--- src/design/assert_macros.svh ---
// Assertion helpers for the design files (included by the decoder)
`ifndef ASSERT_MACROS_SVH
`define ASSERT_MACROS_SVH

`ifndef SYNTHESIS

// Condition in the same cycle implies a consequence in that cycle
`define ASSERT_SAME(label, pre, post) \
   label: assert property (@(posedge clock) disable iff (reset) (pre) |-> (post)) \
      else $error("assertion failed: same-cycle implication");

// Condition implies a consequence in the following cycle
`define ASSERT_NEXT(label, pre, post) \
   label: assert property (@(posedge clock) disable iff (reset) (pre) |=> (post)) \
      else $error("assertion failed: next-cycle implication");

`else

`define ASSERT_SAME(label, pre, post)
`define ASSERT_NEXT(label, pre, post)

`endif

`endif

--- src/design/rotenc_pkg.sv ---
package rotenc_pkg;

   typedef logic [1:0] kind_type;
   typedef logic [7:0] count_type;
   typedef logic [1:0] csr_index_type;

   // Transaction kinds on the request channel
   localparam kind_type KIND_TICK     = 2'd0;
   localparam kind_type KIND_TAKE_CW  = 2'd1;
   localparam kind_type KIND_TAKE_CCW = 2'd2;

   // Configuration register indexes
   localparam csr_index_type CSR_COUNTER_ROOF    = 2'd0;
   localparam csr_index_type CSR_LEVEL_THRESHOLD = 2'd1;
   localparam csr_index_type CSR_DIRECTION_SWAP  = 2'd2;

   // Register values after reset
   localparam count_type ROOF_RESET      = 8'd8;
   localparam count_type THRESHOLD_RESET = 8'd4;
   localparam logic      SWAP_RESET      = 1'b0;

endpackage

--- src/design/rotenc_if.sv ---
// Request channel: tick with pin samples or a step take
interface rotenc_req_if;
   logic                valid;
   logic                ready;
   rotenc_pkg::kind_type kind;
   logic                clock_pin;
   logic                data_pin;

   modport source (output valid, output kind, output clock_pin, output data_pin,
                   input ready);
   modport sink   (input valid, input kind, input clock_pin, input data_pin,
                   output ready);
endinterface

// Result channel
interface rotenc_rsp_if;
   logic valid;
   logic ready;
   logic step_taken;
   logic clock_filtered;
   logic data_filtered;

   modport source (output valid, output step_taken, output clock_filtered,
                   output data_filtered, input ready);
   modport sink   (input valid, input step_taken, input clock_filtered,
                   input data_filtered, output ready);
endinterface

// Configuration write channel
interface rotenc_csr_if;
   logic                      valid;
   logic                      ready;
   rotenc_pkg::csr_index_type index;
   rotenc_pkg::count_type     data;

   modport source (output valid, output index, output data, input ready);
   modport sink   (input valid, input index, input data, output ready);
endinterface

--- src/design/rotary_encoder_filter_decoder.sv ---
// Each accepted request transaction has its result registered for the next cycle.
// Throughput: one transaction per cycle while the sink takes each result; the single
// result register is refilled in the same cycle that the sink takes its contents.
// Reset (synchronous, active high): pin counters, edge detector, pending flags
// and result valid clear; roof 8, threshold 4, direction swap 0.
`include "assert_macros.svh"

module rotary_encoder_filter_decoder (
   input logic          clock,
   input logic          reset,
   rotenc_req_if.sink   req_chan,
   rotenc_rsp_if.source rsp_chan,
   rotenc_csr_if.sink   csr_chan
);

   rotenc_pkg::count_type roof_ff, roof_in;
   rotenc_pkg::count_type thresh_ff, thresh_in;
   logic                  swap_ff, swap_in;

   rotenc_pkg::count_type clock_count_ff, clock_count_in;
   rotenc_pkg::count_type data_count_ff, data_count_in;
   logic                  last_clk_ff, last_clk_in;
   logic                  pend_cw_ff, pend_cw_in;
   logic                  pend_ccw_ff, pend_ccw_in;

   logic                  rsp_valid_ff, rsp_valid_in;
   logic                  step_taken_ff, step_taken_in;
   logic                  clk_filt_ff, clk_filt_in;
   logic                  data_filt_ff, data_filt_in;

   logic                  req_accept;
   rotenc_pkg::count_type clock_next;
   rotenc_pkg::count_type data_next;
   logic                  clk_level;
   logic                  data_level;
   logic                  data_cw;

   // Accept whenever the result register is empty or drains this cycle
   assign req_chan.ready = !rsp_valid_ff || rsp_chan.ready;
   assign req_accept     = req_chan.valid && req_chan.ready;
   assign csr_chan.ready = 1'b1;

   // Saturating integrators for both pins
   always_comb begin
      clock_next = clock_count_ff;
      if (req_chan.clock_pin) begin
         if (clock_count_ff < roof_ff) clock_next = clock_count_ff + 8'd1;
      end else if (clock_count_ff != 8'd0) begin
         clock_next = clock_count_ff - 8'd1;
      end
      data_next = data_count_ff;
      if (req_chan.data_pin) begin
         if (data_count_ff < roof_ff) data_next = data_count_ff + 8'd1;
      end else if (data_count_ff != 8'd0) begin
         data_next = data_count_ff - 8'd1;
      end
   end

   assign clk_level  = clock_next > thresh_ff;
   assign data_level = data_next > thresh_ff;
   assign data_cw    = swap_ff ? data_level : !data_level;

   // Update filter state, pending flags and the result
   always_comb begin
      clock_count_in = clock_count_ff;
      data_count_in  = data_count_ff;
      last_clk_in    = last_clk_ff;
      pend_cw_in     = pend_cw_ff;
      pend_ccw_in    = pend_ccw_ff;
      step_taken_in  = step_taken_ff;
      clk_filt_in    = clk_filt_ff;
      data_filt_in   = data_filt_ff;
      rsp_valid_in   = rsp_valid_ff && !rsp_chan.ready;
      if (req_accept) begin
         rsp_valid_in  = 1'b1;
         step_taken_in = 1'b0;
         clk_filt_in   = clock_count_ff > thresh_ff;
         data_filt_in  = data_count_ff > thresh_ff;
         case (req_chan.kind)
            rotenc_pkg::KIND_TICK: begin
               clock_count_in = clock_next;
               data_count_in  = data_next;
               last_clk_in    = clk_level;
               clk_filt_in    = clk_level;
               data_filt_in   = data_level;
               if (!last_clk_ff && clk_level) begin
                  if (data_cw) pend_cw_in  = 1'b1;
                  else         pend_ccw_in = 1'b1;
               end
            end
            rotenc_pkg::KIND_TAKE_CW: begin
               step_taken_in = pend_cw_ff;
               pend_cw_in    = 1'b0;
            end
            rotenc_pkg::KIND_TAKE_CCW: begin
               step_taken_in = pend_ccw_ff;
               pend_ccw_in   = 1'b0;
            end
            default: begin
               // unused kind: report levels, change nothing
            end
         endcase
      end
   end

   // Decode configuration writes; drop writes beyond the register list
   always_comb begin
      roof_in   = roof_ff;
      thresh_in = thresh_ff;
      swap_in   = swap_ff;
      if (csr_chan.valid) begin
         unique case (csr_chan.index)
            rotenc_pkg::CSR_COUNTER_ROOF:    roof_in   = csr_chan.data;
            rotenc_pkg::CSR_LEVEL_THRESHOLD: thresh_in = csr_chan.data;
            rotenc_pkg::CSR_DIRECTION_SWAP:  swap_in   = csr_chan.data[0];
            default: begin
            end
         endcase
      end
   end

   // Control and state registers
   always_ff @(posedge clock) begin
      if (reset) begin
         roof_ff        <= rotenc_pkg::ROOF_RESET;
         thresh_ff      <= rotenc_pkg::THRESHOLD_RESET;
         swap_ff        <= rotenc_pkg::SWAP_RESET;
         clock_count_ff <= 8'd0;
         data_count_ff  <= 8'd0;
         last_clk_ff    <= 1'b0;
         pend_cw_ff     <= 1'b0;
         pend_ccw_ff    <= 1'b0;
         rsp_valid_ff   <= 1'b0;
      end else begin
         roof_ff        <= roof_in;
         thresh_ff      <= thresh_in;
         swap_ff        <= swap_in;
         clock_count_ff <= clock_count_in;
         data_count_ff  <= data_count_in;
         last_clk_ff    <= last_clk_in;
         pend_cw_ff     <= pend_cw_in;
         pend_ccw_ff    <= pend_ccw_in;
         rsp_valid_ff   <= rsp_valid_in;
      end
   end

   // Result payload
   always_ff @(posedge clock) begin
      step_taken_ff <= step_taken_in;
      clk_filt_ff   <= clk_filt_in;
      data_filt_ff  <= data_filt_in;
   end

   assign rsp_chan.valid          = rsp_valid_ff;
   assign rsp_chan.step_taken     = step_taken_ff;
   assign rsp_chan.clock_filtered = clk_filt_ff;
   assign rsp_chan.data_filtered  = data_filt_ff;

   `ASSERT_NEXT(a_accept_fills_result, req_accept, rsp_valid_ff)
   `ASSERT_NEXT(a_tick_takes_nothing,
      req_accept && req_chan.kind == rotenc_pkg::KIND_TICK, !step_taken_ff)
   `ASSERT_NEXT(a_take_cw_clears,
      req_accept && req_chan.kind == rotenc_pkg::KIND_TAKE_CW, !pend_cw_ff)
   `ASSERT_SAME(a_stall_blocks_accept, rsp_valid_ff && !rsp_chan.ready, !req_accept)

endmodule
--- src/flat_wrapper.sv ---
// flat-port wrapper written by rule: the top's interface ports become plain ports
module rotary_encoder_filter_decoder_flat 
  (clock, reset, req_chan_valid, req_chan_kind, req_chan_clock_pin, req_chan_data_pin, req_chan_ready, rsp_chan_valid, rsp_chan_step_taken, rsp_chan_clock_filtered, rsp_chan_data_filtered, rsp_chan_ready, csr_chan_valid, csr_chan_index, csr_chan_data, csr_chan_ready);
  rotenc_req_if req_chan_i ();
  rotenc_rsp_if rsp_chan_i ();
  rotenc_csr_if csr_chan_i ();
  input logic clock;
  input logic reset;
  input wire logic [$bits(req_chan_i.valid)-1:0] req_chan_valid;
  input wire logic [$bits(req_chan_i.kind)-1:0] req_chan_kind;
  input wire logic [$bits(req_chan_i.clock_pin)-1:0] req_chan_clock_pin;
  input wire logic [$bits(req_chan_i.data_pin)-1:0] req_chan_data_pin;
  output wire logic [$bits(req_chan_i.ready)-1:0] req_chan_ready;
  output wire logic [$bits(rsp_chan_i.valid)-1:0] rsp_chan_valid;
  output wire logic [$bits(rsp_chan_i.step_taken)-1:0] rsp_chan_step_taken;
  output wire logic [$bits(rsp_chan_i.clock_filtered)-1:0] rsp_chan_clock_filtered;
  output wire logic [$bits(rsp_chan_i.data_filtered)-1:0] rsp_chan_data_filtered;
  input wire logic [$bits(rsp_chan_i.ready)-1:0] rsp_chan_ready;
  input wire logic [$bits(csr_chan_i.valid)-1:0] csr_chan_valid;
  input wire logic [$bits(csr_chan_i.index)-1:0] csr_chan_index;
  input wire logic [$bits(csr_chan_i.data)-1:0] csr_chan_data;
  output wire logic [$bits(csr_chan_i.ready)-1:0] csr_chan_ready;
  assign req_chan_i.valid = req_chan_valid;
  assign req_chan_i.kind = req_chan_kind;
  assign req_chan_i.clock_pin = req_chan_clock_pin;
  assign req_chan_i.data_pin = req_chan_data_pin;
  assign req_chan_ready = req_chan_i.ready;
  assign rsp_chan_valid = rsp_chan_i.valid;
  assign rsp_chan_step_taken = rsp_chan_i.step_taken;
  assign rsp_chan_clock_filtered = rsp_chan_i.clock_filtered;
  assign rsp_chan_data_filtered = rsp_chan_i.data_filtered;
  assign rsp_chan_i.ready = rsp_chan_ready;
  assign csr_chan_i.valid = csr_chan_valid;
  assign csr_chan_i.index = csr_chan_index;
  assign csr_chan_i.data = csr_chan_data;
  assign csr_chan_ready = csr_chan_i.ready;
  rotary_encoder_filter_decoder u_core (.clock(clock), .reset(reset), .req_chan(req_chan_i), .rsp_chan(rsp_chan_i), .csr_chan(csr_chan_i));
endmodule
--- config.mk ---
export PLATFORM = sky130hd
export DESIGN_NAME = rotary_encoder_filter_decoder_flat
export DESIGN_NICKNAME = d
export VERILOG_FILES = /design/src/design/rotenc_pkg.sv /design/src/design/rotenc_if.sv /design/src/design/rotary_encoder_filter_decoder.sv /design/src/flat_wrapper.sv
export VERILOG_INCLUDE_DIRS = /design/src /design/src/design
export SDC_FILE = /design/constraint.sdc
export NUM_CORES = 1
export LEC_CHECK = 0
export CAP_MARGIN = 25
export CORE_UTILIZATION = 30
export DETAILED_ROUTE_END_ITERATION = 10
export DONT_BUFFER_PORTS = 1
export PLACE_DENSITY = 0.55
export SYNTH_ARGS = -nofsm -noshare
export SYNTH_HDL_FRONTEND = slang
export SYNTH_SLANG_ARGS = --single-unit
export TNS_END_PERCENT = 1
--- constraint.sdc ---
create_clock -name clock -period 7.9 [get_ports clock]
set_clock_uncertainty 0.15 [all_clocks]
set_input_delay 1.58 -clock clock [delete_from_list [all_inputs] [get_ports clock]]
set_output_delay 1.58 -clock clock [all_outputs]
set_load 0.01 [all_outputs]
==> results of run 1 <==
-- cells in the mapped netlist (all sizes together), types with 5 or more instances --
cell type  count
nor2          57
o21ai         24
inv           31
nand2         28
o21a           6
a21oi         38
clkbuf        24
a21o          10
nor2b          9
a2111oi        6
nand2b        14
a211oi         6
nor4           5
or3            5
dfxtp         37
nand3         14
nand4         11
ha            54
and3          10
a31oi          8
a211o          7
nor3          11
nand3b         7
buf            7
mux2i         11
-- final timing paths --
kind | startpoint | end | slack [ns] | cells past startpoint
max | u_core.data_count_ff[1] | u_core.pend_cw_ff | 3.56 | 12
min | u_core.last_clk_ff | u_core.last_clk_ff | 0.30 | 2
max reg2reg | u_core.data_count_ff[1] | u_core.pend_cw_ff | 3.56 | 12
min reg2reg | u_core.last_clk_ff | u_core.last_clk_ff | 0.30 | 2
-- power by group --
group	leakage [nW]	internal, mW	switching [mW]	total (mW)
Clock	0.0847	0.151	0.0950	0.246
Sequential	0.330	0.213	0.00999	0.223
Combinational	1.30	0.0576	0.0832	0.141
-- per-layer routing --
| layer | up-vias | share of wire |
|---|---|---|
| li1 | 1823 | - |
| met1 | 1742 | 0.47 |
| met2 | 124 | 0.44 |
| met3 | 23 | 0.066 |
| met4 | 0 | 0.018 |
| met5 | - | 0 |
-- layout make-up --
cell class | count | area (sq um) | area share
multi-input combinational | 402 | 2810 | 0.677
sequential | 40 | 831 | 0.200
tap | 172 | 215 | 0.0518
clock buffer | 5 | 125 | 0.0301
inverter | 31 | 116 | 0.0280
clock inverter | 3 | 45.0 | 0.0108
timing repair buffer | 1 | 7.51 | 0.00181
-- worst min-delay path, stage by stage (launching register included) --
cell	delay (ns)
dfxtp_1	0.31
nand2_1	0.05
a21oi_1	0.06
-- per-stage QoR --
step	cells	hold WS (ns)
after CTS	654	0.307
after floorplan	504	0.281
final	654	0.302
after detailed placement	646	0.295
after global routing	654	0.322
after global placement	646	0.284
-- kinds of logic after synthesis --
logic type / Yosys count / share of synthesized area
mux: 15 / 0.0399
other cells: 1 / 0.000966
fa+ha+maj: 54 / 0.174
simple gates: 189 / 0.256
compound gates: 141 / 0.247
flops: 40 / 0.214
xor+xnor: 2 / 0.00451
buf+inv: 62 / 0.0631
-- state kept, by name, indices dropped and copies added, names as in the netlist --
register,flops
u_core.rsp_chan.valid,1
u_core.data_count_ff,8
u_core.last_clk_ff,1
u_core.clock_count_ff,8
u_core.rsp_chan.clock_filtered,1
u_core.roof_ff,8
u_core.swap_ff,1
u_core.pend_cw_ff,1
u_core.rsp_chan.step_taken,1
u_core.rsp_chan.data_filtered,1
u_core.thresh_ff,8
u_core.pend_ccw_ff,1
==> flow_summary.toml, run 1 <==
[job]
drv_cap = 0

[route]
routed_wl_microns = 10700
ant_nets = 0
routedWlPerCell_microns = 16.3
drtPass1Iterations = 5
dr_total_vias = 3712
drt_iter0_markers = 364
drc_errors = 0
vias_per_cell = 5.68

[floorplanning]
num_io_pins = 25
die_w_microns = 116
coreArea_sq_mm = 0.0126
die_h_microns = 116
rows = 41
initial_utilization = 0.308
die_area_sq_mm = 0.0134

[critical_path]
crit_buf_inv = 1
critPathLaunchType = "register"
cp_top_family = "compound AO/OA/AOI/OAI gates"
arrival_ns = 4.37
worst_path_largest_cell_delay_ns = 0.84
worstPathMaxFanout = 8
critPathRequiredTime_ns = 7.93
path_class = "reg2reg"
endpoint_kind = "register"
slowest_stage = "nor4b_1"
path_cells = "inv_1 -> ha_1 -> nor4b_1 -> a21oi_1 -> a221oi_1 -> nor2_1 -> ha_1 -> nand4_1 -> o21ai_0 -> a21oi_1 -> or2_2 -> a211o_1"

[pwr]
p_per_area_mw_per_mm2 = 147
ir_drop_v = 0.0000815
power_uw = 609
cellLeakagePower_nw = 1.72

[grt]
grt_busiest_layer = "met2"
met3_usage = 0.0293
use_met2 = 0.246
overflow = 0
grt_max_degree = 50
grt_pass1_wl_microns = 16900
grt_use_met1 = 0.230
antenna_found_initial = 0
grt_pass1_vias = 3279
track_usage = 0.162

[yosys]
synth_top_area_frac = 0.191
ys_async_sr_fraction = 0
syn_inst = 504
syn_nets = 577
synth_edf_count = 3
syn_avg_cell_area_sq_um = 7.71
synth.ff_latch_count = 40
ys_warn_count = 0
synthTopCellsByArea = "dfxtp_1 (19%), ha_1 (17%), nor2_1 (5.5%)"
syn-cell-area_sq_mm = 0.00388
yosys.area.top_type = "dfxtp_1"
ys.flop_type = "dfxtp_1"
ys_seq_area_frac = 0.214
ys_types = 63

[layout]
drive_gt1_frac = 0.0519
fill_cells = 1360
syn_to_final_growth_pct = 6.93
antenna_cells = 0
nets = 554
utilization = 0.329
final_cell_mix = "nor2_1 (57), ha_1 (54), a21oi_1 (38)"
layout_commonest_cell = "nor2_1"
final_cell_area_sq_mm = 0.00415

[outcome]
run_status = "finished, final reports clean"

[sta]
tightest_slew_ns = 1.05
rsz0062_at_grt = "false"
slew_headroom = 0.288
timing.final.crit_share = 0.549
fin_ws_ns = 3.56
setup_viol = 0
hold_violations = 0
slew_violations = 0
fin_crit_ns = 4.34
fmax_mhz = 231
fin_setup_tns_ns = 0

[clocking]
cts_made_buffers = 5
cts_resized = 0
cts_root_buffer = "clkbuf_16"
clock_path_buffers = 2
cts_hold_buf = 0
cts.clk_slew.worst_paths_ns = 0.07
cts_tree = "yes"
clock_latency_ns = 0.29
clock_sinks = 40
htreeDepth = 2
post_cts_buffers = 0

[placement]
dp_hpwl_microns = 7820
preCtsSetupSlack_ns = 3.54
gp_congestion = 0.904
place_area_sq_mm = 0.00398
io_buffers = 0

[worst_hold_path]
hp-class = "reg2reg"
(Power assumes the default switching activity.)
==> run 2, diff against run 1 <==
--- a/config.mk
+++ b/config.mk
@@ -10,7 +10,7 @@
 export CORE_UTILIZATION = 30
 export DETAILED_ROUTE_END_ITERATION = 10
 export DONT_BUFFER_PORTS = 1
-export PLACE_DENSITY = 0.55
+export PLACE_DENSITY = 0.56
 export SYNTH_ARGS = -nofsm -noshare
 export SYNTH_HDL_FRONTEND = slang
 export SYNTH_SLANG_ARGS = --single-unit
==> constraint.sdc (replaced) <==
create_clock -name clock -period 3.6 [get_ports clock]
set_clock_uncertainty 0.15 [all_clocks]
set_input_delay 0.72 -clock clock [delete_from_list [all_inputs] [get_ports clock]]
set_output_delay 0.72 -clock clock [all_outputs]
set_load 0.01 [all_outputs]
==> flow_summary.toml, run 2 (synthesis results as in run 1) <==
[critical_path]
critPathRequiredTime_ns = 3.63
slowest_stage = "or4_4"
worstPathMaxFanout = 4
endpoint_kind = "register"
cp_common_cell = "or3_4"
path_cells = "or3_4 -> or3_4 -> or4_4 -> nor2_4 -> a311oi_2 -> a21oi_2 -> ha_1 -> nand4_1 -> buf_4 -> a21oi_4 -> a311oi_4 -> o31ai_4 -> nor4b_4 -> a211o_1"
reg2reg_from = "u_core.clock_count_ff[3]"
critPathLaunchType = "register"
path_class = "reg2reg"
worst_path_largest_cell_delay_ns = 0.54
startpoint = "u_core.clock_count_ff[3]"
arrival_ns = 3.75

[pwr]
power_mw = 1.44
ir_drop_v = 0.000159
cellLeakagePower_nw = 2.03
p_per_area_mw_per_mm2 = 296

[layout]
utilization = 0.386
instances_no_fill = 710
final_cell_area_sq_mm = 0.00487
antenna_cells = 0
nets = 610
syn_to_final_growth_pct = 25.5
layout_commonest_cell = "buf_4"
drive_gt1_frac = 0.227
fill_cells = 1318
final_cell_mix = "buf_4 (56), nor2_1 (54), ha_1 (47)"

[sta]
fin_ws_ns = -0.118
timing.final.crit_share = 1.03
setup_viol = 4
holdWs_ns = 0.304
rsz0062_at_grt = "true"
slew_headroom = 0.309
slew_violations = 0
fmax_mhz = 269
tightest_slew_ns = 1.03
hold_violations = 0
fin_crit_ns = 3.72
fin_setup_tns_ns = -0.252

[floorplanning]
coreArea_sq_mm = 0.0126
rows = 41
die_area_sq_mm = 0.0134
die_w_microns = 116
num_io_pins = 25
initial_utilization = 0.308
die_h_microns = 116

[clocking]
cts_tree = "yes"
htreeDepth = 2
cts_root_buffer = "clkbuf_16"
cts_hold_buf = 0
clock_path_buffers = 2
clock_latency_ns = 0.30
cts_made_buffers = 5
cts.clk_slew.worst_paths_ns = 0.06
clock_sinks = 40

[route]
dr_total_vias = 3943
drt_iter0_markers = 179
routed_wl_microns = 12000
drtPass1Iterations = 5
vias_per_cell = 5.55
ant_nets = 0
drc_errors = 0
routedWlPerCell_microns = 17.0

[grt]
track_usage = 0.181
overflow = 0
grt_pass1_vias = 3724
antenna_found_initial = 0
grt_max_degree = 50
grt_pass1_wl_microns = 18900

[placement]
dp.cells = 692
io_buffers = 0
gp_congestion = 0.941
preCtsSetupSlack_ns = -0.184
place_area_sq_mm = 0.00433
dp_hpwl_microns = 8830

[outcome]
run_status = "finished with violations"
violations = "negative setup slack"

[worst_hold_path]
hp-class = "reg2reg"
worstHoldStart = "u_core.last_clk_ff"

[job]
drv_cap = 0
## run 2: final timing paths
check	endpoint	slack, ns	depth (start not counted)
hold reg to reg	u_core.last_clk_ff	0.30	2
hold / removal	u_core.last_clk_ff	0.30	2
setup reg to reg	u_core.pend_cw_ff	-0.12	14
setup / recovery	u_core.pend_cw_ff	-0.12	14
## run 2: critical path, delay by kind of cell, from the launching register on
family	cells	cell delay [ns]
simple gates	6	1.72
fa+ha+maj	1	0.27
flops	1	0.34
buf+inv	1	0.16
compound gates	6	0.95
## run 2: where the power goes
part	total (mW)	switching (mW)	internal, mW
Combinational	0.459	0.245	0.213
Sequential	0.481	0.0137	0.467
Clock	0.503	0.205	0.298
## run 2: layout make-up
class	instances	area (sq um)	area share
sequential	40	837	0.172
tap	172	215	0.0442
multi-input combinational	402	3110	0.638
clock buffer	6	150	0.0308
clock inverter	2	12.5	0.00257
inverter	31	119	0.0244
timing repair buffer	57	432	0.0886
## run 2: routing by layer
metal / wire length [microns] / global-route usage
met1: 5470 / 0.236
met2: 5720 / 0.298
met3: 525 / 0.0298
met4: 331 / 0.0667
met5: 0 / 0
## run 2: repair_timing
item                                   CTS  global route
endpoints found under the hold margin    0             0
resized for setup                       22            37
buffers inserted                         3             7
pin swaps                               11            36
setup endpoints to repair                2             4
==> run 3, diff against run 2 <==
--- a/config.mk
+++ b/config.mk
@@ -6,11 +6,11 @@
 export SDC_FILE = /design/constraint.sdc
 export NUM_CORES = 1
 export LEC_CHECK = 0
+export BUFFER_PORTS_ARGS = -buffer_cell sky130_fd_sc_hd__buf_2
 export CAP_MARGIN = 25
 export CORE_UTILIZATION = 30
 export DETAILED_ROUTE_END_ITERATION = 10
-export DONT_BUFFER_PORTS = 1
-export PLACE_DENSITY = 0.56
+export PLACE_DENSITY = 0.54
 export SYNTH_ARGS = -nofsm -noshare
 export SYNTH_HDL_FRONTEND = slang
 export SYNTH_SLANG_ARGS = --single-unit
==> flow_summary.toml, run 3 (synthesis results as in run 1) <==
[grt]
antenna_found_initial = 0
grt_pass1_vias = 3803
track_usage = 0.189
grt_pass1_wl_microns = 19500
overflow = 0
grt_max_degree = 37

[clocking]
cts.clk_slew.worst_paths_ns = 0.07
clock_path_buffers = 2
cts_made_buffers = 5
cts_tree = "yes"
htreeDepth = 2
cts_hold_buf = 0
cts_root_buffer = "clkbuf_16"
clock_latency_ns = 0.30
clock_sinks = 40

[critical_path]
reg2reg_slack_ns = -0.05
slowest_stage = "a211o_1"
critPathLaunchType = "register"
worstPathMaxFanout = 4
startpoint = "u_core.roof_ff[1]"
r2r_end = "u_core.pend_cw_ff"
critPathRequiredTime_ns = 3.64
cp_top_family = "compound AO/OA/AOI/OAI gates"
cp_common_cell = "a211o_1"
arrival_ns = 3.68
path_cells = "inv_2 -> ha_4 -> a21o_1 -> a211o_1 -> a211o_1 -> o221ai_2 -> o311ai_4 -> ha_1 -> nand4_1 -> nor2_1 -> a211o_1 -> and3_4 -> or2_4 -> a211o_1"
worst_path_largest_cell_delay_ns = 0.36
endpoint_kind = "register"
path_depth = 14
reg2regPathDepth = 14
endpoint = "u_core.pend_cw_ff"
path_class = "reg2reg"
crit_buf_inv = 1
reg2reg_from = "u_core.roof_ff[1]"

[outcome]
run_status = "finished with violations"
violations = "negative setup slack"

[pwr]
cellLeakagePower_nw = 2.17
p_per_area_mw_per_mm2 = 305
power_mw = 1.51
ir_drop_v = 0.000163

[layout]
syn_to_final_growth_pct = 27.2
drive_gt1_frac = 0.246
multi_input_area_sq_mm = 0.00297
antenna_cells = 0
final_cell_mix = "buf_4 (63), nor2_1 (55), ha_1 (52)"
layout_commonest_cell = "buf_4"
seq_area_sq_um = 835
nets = 642
fill_cells = 1310

[sta]
tightest_slew_ns = 0.738
slew_violations = 0
slew_headroom = 0.508
rsz0062_at_grt = "true"
fin_ws_ns = -0.0479
timing.final.crit_share = 1.01
setup_viol = 2
fmax_mhz = 274
hold_violations = 0
holdWs_ns = 0.308
fin_crit_ns = 3.65

[placement]
dp_hpwl_microns = 9280
io_buffers = 23
preCtsSetupSlack_ns = -0.168
gp_congestion = 0.908

[route]
ant_nets = 0
routed_wl_microns = 12200
dr_total_vias = 4019
drc_errors = 0
drt_iter0_markers = 241
vias_per_cell = 5.42
routedWlPerCell_microns = 16.5
drtPass1Iterations = 5

[floorplanning]
rows = 41
die_w_microns = 116
die_h_microns = 116
die_area_sq_mm = 0.0134
coreArea_sq_mm = 0.0126
num_io_pins = 25
initial_utilization = 0.308

[worst_hold_path]
hold-path-cell-count = 2
hp-class = "reg2reg"

[job]
drv_cap = 0
## run 3: cell types whose count changed in the layout (fill, tap and decap cells not counted), moves of 2 or more
| cell | delta |
|---|---|
| dfxtp_1 | +2 |
| dfxtp_2 | -2 |
| a211o_1 | +2 |
| ha_1 | +5 |
| inv_2 | +2 |
| a221oi_1 | -3 |
| a211o_4 | -2 |
| a221oi_2 | +3 |
| ha_4 | -5 |
| buf_4 | +7 |
| buf_2 | +23 |
| nor2_4 | -2 |
## run 3: worst register-to-register path, delay by kind of cell (launching register included)
family	cells	cell delay, ns
flops	1	0.32
compound gates	7	1.87
buf+inv	1	0.04
fa+ha+maj	2	0.55
simple gates	4	0.59
## run 3: how the worst min path moves through the flow
stage                        from                 end  slack, ns
3_5_place_dp   u_core.last_clk_ff  u_core.last_clk_ff       0.30
2_1_floorplan  u_core.last_clk_ff  u_core.last_clk_ff       0.28
3_3_place_gp   u_core.last_clk_ff  u_core.last_clk_ff       0.29
4_1_cts        u_core.last_clk_ff  u_core.last_clk_ff       0.31
5_1_grt        u_core.last_clk_ff  u_core.last_clk_ff       0.37
6_report       u_core.last_clk_ff  u_core.last_clk_ff       0.31
## run 3: final cells by class
type / count / area share
clock buffer: 5 / 0.0253
clock inverter: 3 / 0.00912
inverter: 31 / 0.0236
multi-input combinational: 402 / 0.602
sequential: 40 / 0.169
tap: 172 / 0.0436
timing repair buffer: 89 / 0.128
## run 3: stage by stage
step | instance area (sq um) | setup TNS, ns | utilization | std cells
floorplan | 3880 | 0 | - | 504
global placement | 4530 | -0.125 | 0.359 | 726
detailed placement | 4530 | -0.249 | 0.359 | 726
CTS | 4840 | 0 | 0.383 | 737
global route | 4940 | -0.589 | 0.391 | 742
finish | 4940 | -0.0524 | 0.391 | 742
## run 3: power breakdown
group,leakage [nW],switching (mW),internal [mW]
Clock,0.0847,0.229,0.331
Sequential,0.332,0.0108,0.466
Combinational,1.75,0.257,0.214
Total,2.17,0.497,1.01
## run 3: what timing repair did
| action | in CTS | in global routing |
|---|---|---|
| buffers inserted | 3 | 5 |
| cloned | 0 | 0 |
| gates resized for setup | 26 | 15 |
| setup endpoints to repair | 2 | 4 |
| pin swaps | 19 | 17 |
## run 3: layer usage
| layer | part of all wire | vias up | GRT usage | wire [microns] |
|---|---|---|---|---|
| met5 | 0 | - | 0 | 0 |
| met1 | 0.47 | 1916 | 0.248 | 5780 |
| li1 | - | 1989 | - | - |
| met3 | 0.042 | 22 | 0.0309 | 512 |
| met4 | 0.022 | 0 | 0.0556 | 275 |
| met2 | 0.46 | 92 | 0.318 | 5680 |
